$ cat config.mk
export PLATFORM = sky130hd
export DESIGN_NAME = att_cell
export DESIGN_NICKNAME = d
export VERILOG_FILES = /design/src/hw/rtl/assert_macros.svh /design/src/hw/rtl/att_pkg.sv /design/src/hw/rtl/att_cell.sv
export SDC_FILE = /design/constraint.sdc
export NUM_CORES = 1
export LEC_CHECK = 0
export BUFFER_PORTS_ARGS = -buffer_cell sky130_fd_sc_hd__buf_4
export CAP_MARGIN = 25
export CELL_PAD_IN_SITES_DETAIL_PLACEMENT = 2
export CELL_PAD_IN_SITES_GLOBAL_PLACEMENT = 2
export CORE_ASPECT_RATIO = 1.2
export CORE_UTILIZATION = 32
export CTS_CLUSTER_SIZE = 24
export DETAILED_ROUTE_END_ITERATION = 8
export PLACE_DENSITY_LB_ADDON = 0.2
export SYNTH_ARGS = -nofsm -noshare
export SYNTH_HDL_FRONTEND = slang
export SYNTH_SLANG_ARGS = --single-unit
$ cat constraint.sdc
create_clock -name i_clk -period 12.95 [get_ports i_clk]
set_input_delay 3.885 -clock i_clk [delete_from_list [all_inputs] [get_ports i_clk]]
set_output_delay 3.885 -clock i_clk [all_outputs]
set_load 0.05 [all_outputs]
$ cat src/hw/rtl/assert_macros.svh
// assertion macros shared by the rtl of the att distance unit
// depends on nothing; define NO_ASSERTIONS to compile them out
`ifndef ASSERT_MACROS_SVH
`define ASSERT_MACROS_SVH

`ifndef NO_ASSERTIONS
`define ATT_ASSERT(name, clk, rst_n, prop) \
    name: assert property (@(posedge clk) disable iff (!rst_n) prop) \
        else $error("assertion failed");
`define ATT_ASSERT_NR(name, clk, prop) \
    name: assert property (@(posedge clk) prop) \
        else $error("assertion failed");
`else
`define ATT_ASSERT(name, clk, rst_n, prop)
`define ATT_ASSERT_NR(name, clk, prop)
`endif

`endif

$ cat src/hw/rtl/att_pkg.sv
// types and constants of the att pseudo-euclidean distance unit
// no dependencies
package att_pkg;

    localparam int unsigned COORD_W = 16;
    localparam int unsigned SUM_W   = 33;
    localparam int unsigned COST_W  = 15;
    localparam int unsigned CELLS   = 15;
    localparam int unsigned TERM_W  = 36;
    localparam int unsigned LATENCY = CELLS + 5;

    typedef enum logic {
        CMD_LOAD  = 1'b0,
        CMD_QUERY = 1'b1
    } t_cmd;

    typedef struct packed {
        logic vld;
        logic query;
        logic init;
        logic ack;
    } t_ctl;

    typedef struct packed {
        logic              vld;
        logic              init;
        logic              ack;
        logic [SUM_W-1:0]  rem;
        logic [COST_W-1:0] root;
    } t_cell;

endpackage

$ cat src/hw/rtl/att_cell.sv
// one cell of the root chain: decides one bit of the largest r with 10*r*r <= s
// depends on att_pkg
module att_cell #(
    parameter int unsigned BIT = 14
) (
    input  logic          i_clk,
    input  logic          i_rst_n,
    input  att_pkg::t_cell i_item,
    output att_pkg::t_cell o_item
);

    logic [att_pkg::TERM_W-1:0] term;
    logic [att_pkg::TERM_W-1:0] term10;
    logic                       take;
    att_pkg::t_cell             n_item;
    att_pkg::t_cell             r_item;

    always_comb begin
        // 10 * ((r + 2^b)^2 - r^2)
        term   = (att_pkg::TERM_W'(i_item.root) << (BIT + 1))
               + (att_pkg::TERM_W'(1) << (2 * BIT));
        term10 = (term << 3) + (term << 1);
        take   = att_pkg::TERM_W'(i_item.rem) >= term10;
        n_item = i_item;
        if (take) begin
            n_item.rem  = i_item.rem - term10[att_pkg::SUM_W-1:0];
            n_item.root = i_item.root | (att_pkg::COST_W'(1) << BIT);
        end
    end

    always_ff @(posedge i_clk) begin
        if (!i_rst_n) begin
            r_item <= '0;
        end else begin
            r_item <= n_item;
        end
    end

    assign o_item = r_item;

endmodule

### Word-level counts from Yosys, hierarchy flattened

Cells that the tools add are included.

* register bits: 51
* output and inout port bits: 51
* logic and storage cells: 10

* $add $sub $neg: 3
* magnitude comparators: 1
* mux-type cells: 1

Operators with widths (number)
* 2-to-1 mux 48 bit: 1
* adder 34 x 32 -> 35 bit: 1
* greater-or-equal comparator 33 x 35 -> 1 bit: 1
* subtractor 33 bit: 1
* adder 30 x 29 -> 31 bit, second input constant: 1

### Longest topological paths before layout

* word-level depth: 4
* depth in mapped cells: 17

### Worst setup path before layout

Ideal clock, no wire load.

* kind: input -> register
* from: input i_item[0] in the netlist's numbering
* to: register r_item (netlist bit o_item[31])
* setup time: 0.070 ns
* arrival: 7.173 ns
* slack: 5.708 ns
* cell stages on the path: 17
* path buffers: 1
* path through: ha_1 > fa_1 > a211oi_1 > o21ai_0 > a31oi_1 > o21bai_1 > a21oi_1 > xor2_1 > ha_1 > a21oi_1 > o21ai_0 > a21o_1 > a211o_1 > o22ai_2 > clkbuf_1 > o21ai_0 > a21oi_1

* word-level cells in the longest chain between the ends: 4

Ends and longest elaborated chain
* start: declaration: RTL line att_cell.sv:8 `input att_pkg::t_cell i_item,`
* adder 30 x 29 -> 31 bit (*): RTL line att_cell.sv:21 `+ (att_pkg::TERM_W'(1) << (2 * BIT));`
* adder 34 x 32 -> 35 bit (*): RTL line att_cell.sv:22 `term10 = (term << 3) + (term << 1);`
* subtractor 33 bit or greater-or-equal comparator 33 x 35 -> 1 bit (tied branches): RTL line att_cell.sv:26, att_cell.sv:23
* 2-to-1 mux 48 bit (*): RTL line att_cell.sv:25 `if (take) begin`
* end signal: assignment: RTL line att_cell.sv:35 `r_item <= n_item;`
* end: declaration: RTL line att_cell.sv:16 `att_pkg::t_cell r_item;`

Every way passes the cells marked *; elsewhere a longest branch is shown, timed or not.
A chain may end at the register's enable or synchronous reset.

### Worst setup path after layout

* from: input i_item[0] in the netlist's numbering
* to: register r_item (netlist bit o_item[33])

Same word-level chain as after synthesis.

==> impl_metrics.toml <==
[clock_tree]
cts_buffers = 5
cts.clk_slew.worst_paths_ps = 70
cts_resized = 0
clkSinkCount = 51
cts_hold_buf = 0
clock-root-buffer = "clkbuf_16"
clockBufferDepth = 2
h-tree-depth = 2
post-cts-setup-buffers = 0
cts_tree = "built"

[timing]
whs_ps = 3800
setup_tns_ps = 0
fmax_mhz = 127.2
finalMaxSlewViolations = 0
post-route-period-util_pct = 60.72
tightestPinTransition_ps = 722.6
rsz0062_at_grt = "no"
hold_viol = 0
min_period_ps = 7863
max_slew_margin_pct = 51.83
setup_viol = 0

[finish]
multi_input_comb_area_mm2 = 0.002071
final_util_pct = 44.24
num-fill-cells = 1093
finalNetCount = 560
ff_latch_area_mm2 = 0.001021
final_layout_size_suffix_gt1_share_pct = 26.27
largest_reg_flops = 51
area_growth_syn_to_layout_pct = 32.57
antennaDiodeCount = 0

[synth]
async_reset_ff_share_pct = 0
ys_ff_latch = 51
synthDistinctLibCells = 56
syn_inst = 372
yosys_warnings = 0
ys.flop_type = "dfxtp_1"
synth_fp_nets = 460
syn_area_per_cell_um2 = 8.624
syn_area_mm2 = 0.003208
yosysSeqAreaShare_pct = 31.83
synth-edff-count = 0

[floorplan]
rows = 39
core_area_mm2 = 0.009613
io_pins = 104
die_x_um = 93.40
dieHeight_um = 111.7
die_area_mm2 = 0.01043
start_util_pct = 33.37

[worst_setup_path]
path_buf_inv = 1
slowest_delay_ps = 540
crit_chain = "buf_4, ha_1, fa_1, a211oi_1, o21ai_0, a31oi_1, o21bai_1, a21oi_1, xor2_1, ha_1, a21oi_1, o21ai_0, a21o_1, a211o_1, o22ai_2, o21ai_0, a21oi_1"
crit_family = "compound AO/OA/AOI/OAI gates"
crit_type = "primary input to register"
start_kind = "primary input"
crit_path_end_kind = "register"
cp_max_fo = 13
cp-startpoint = "i_item[0]"
critPathArrivalTime_ps = 8070
worstPathRequired_ps = 13150
cp_slowest_cell = "o22ai_2"

[place]
gp_congestion = 0.8693
portBuffers = 103
dp.final_hpwl_mm = 8.834

[routing]
routed_wl_mm = 11.51
vias = 3208
drt_iter0_drc = 67
drc_errors = 0
drt_pass1_iterations = 4
routed_via_density = 5.392
ant_nets = 0
wl_per_cell_um = 19.34

[power_and_ir_drop]
power_density_mw_per_mm2 = 146.2
ir_worst_vdd_v = 0.00005815
p_leak_nw = 1.923
report.power.total_uw = 621.7

[global_routing]
grt_pass1_vias = 3585
grt_util_all_layers_pct = 22.97
grt_start_max_net_pins = 44
antenna_found_initial = 0
grt_pass1_wl_mm = 18.50
overflow = 0

[status]
status = "finished clean"

[hold_path]
min_from = "i_item[48]"
hp-class = "primary input to register"

[job]
drv_cap = 0
[cell type report]
class                           instances  area share (%)
Multi-Input combinational cell        292           48.69
Clock buffer                            5           2.942
Clock inverter                          2          0.8826
Inverter                               19           1.677
Sequential cell                        51           24.01
Timing Repair Buffer                  103           18.18
Tap cell                              123           3.619
[power by group]
part           internal, mW  switching (mW)  total [mW]
Clock                0.0902          0.0618       0.152
Sequential            0.173         0.00505       0.178
Combinational         0.104           0.188       0.292
Total                 0.367           0.254       0.622
[cell usage after synthesis, types with 3 or more instances]
| cell type | number | area (um^2) |
|---|---|---|
| nor3_1 | 6 | 30.03 |
| nand3_1 | 12 | 60.06 |
| and3_1 | 4 | 25.02 |
| a21oi_2 | 3 | 26.28 |
| nor2_1 | 16 | 60.06 |
| xnor2_1 | 9 | 78.83 |
| a2111oi_0 | 3 | 26.28 |
| ha_1 | 33 | 412.9 |
| nand4_1 | 3 | 18.77 |
| xor2_1 | 6 | 52.55 |
| nor3b_1 | 3 | 22.52 |
| o21bai_1 | 6 | 45.04 |
| a21oi_1 | 30 | 150.1 |
| mux2i_1 | 5 | 50.05 |
| nor2b_1 | 6 | 37.54 |
| o21a_1 | 7 | 52.55 |
| nand2_1 | 20 | 75.07 |
| a21o_1 | 4 | 30.03 |
| o21ai_1 | 5 | 25.02 |
| or3_1 | 5 | 31.28 |
| o21ai_0 | 28 | 140.1 |
| nand2b_1 | 8 | 50.05 |
| clkbuf_1 | 9 | 33.78 |
| inv_1 | 19 | 71.32 |
| dfxtp_1 | 51 | 1021 |
| and2_1 | 31 | 193.9 |
| o31ai_1 | 3 | 22.52 |
| a211oi_1 | 3 | 22.52 |
[final timing paths]
kind                                     to  slack (ps)  cells past startpoint
worst min-delay path  o_item[48]$_SDFF_PN0_        3800                      2
worst max-delay path  o_item[33]$_SDFF_PN0_        5090                     17
[stage by stage]
step | setup WS (ps) | cell area [um^2] | std cells
after global placement | 5009 | 4090 | 588
after floorplan | 5708 | 3208 | 372
final | 5087 | 4253 | 595
after CTS | 5083 | 4253 | 595
after global routing | 4717 | 4253 | 595
after detailed placement | 4775 | 4090 | 588
[routing by layer]
| metal | GRT usage, % | vias to the layer above | part of all wire, % | wire, um |
|---|---|---|---|---|
| li1 | - | 1532 | - | - |
| met1 | 24.97 | 1570 | 40 | 4569 |
| met2 | 43.24 | 86 | 53 | 6134 |
| met3 | 3.962 | 20 | 4.2 | 482 |
| met4 | 9.026 | 0 | 2.8 | 323 |
| met5 | 0 | - | 0 | 0 |
[logic make-up (layout without fill, tap and decap cells)]
group,Yosys count,in the layout,synth area share [%]
and+or+nand+nor,123,123,21.37
AOI/OAI and AO/OA,113,113,23.05
DFF,51,51,31.83
adders and majority gates,35,35,14.12
buffers and inverters,29,129,3.627
xor gates and xnor gates,15,15,4.095
muxes,6,6,1.911
[cells in the final DEF, fill, tap and decap left out, types with 3 or more instances in the layout]
| master | synthesis | routed |
|---|---|---|
| nand2_1 | 20 | 20 |
| nand3_1 | 12 | 12 |
| mux2i_1 | 5 | 5 |
| o21bai_1 | 6 | 6 |
| clkbuf_16 | 0 | 5 |
| nor3b_1 | 3 | 3 |
| nand4_1 | 3 | 3 |
| dfxtp_1 | 51 | 51 |
| o21a_1 | 7 | 7 |
| buf_4 | 0 | 103 |
| inv_1 | 19 | 19 |
| xnor2_1 | 9 | 9 |
| xor2_1 | 6 | 6 |
| a2111oi_0 | 3 | 3 |
| o21ai_0 | 28 | 28 |
| or3_1 | 5 | 5 |
| a21o_1 | 4 | 4 |
| ha_1 | 33 | 33 |
| nor2_1 | 16 | 16 |
| a21oi_1 | 30 | 30 |
| nor3_1 | 6 | 6 |
| o21ai_1 | 5 | 5 |
| a21oi_2 | 3 | 3 |
| o31ai_1 | 3 | 3 |
| a211oi_1 | 3 | 3 |
| nor2b_1 | 6 | 6 |
| and2_1 | 31 | 31 |
| and3_1 | 4 | 4 |
| nand2b_1 | 8 | 8 |
Power figures use the tool's default switching activity.
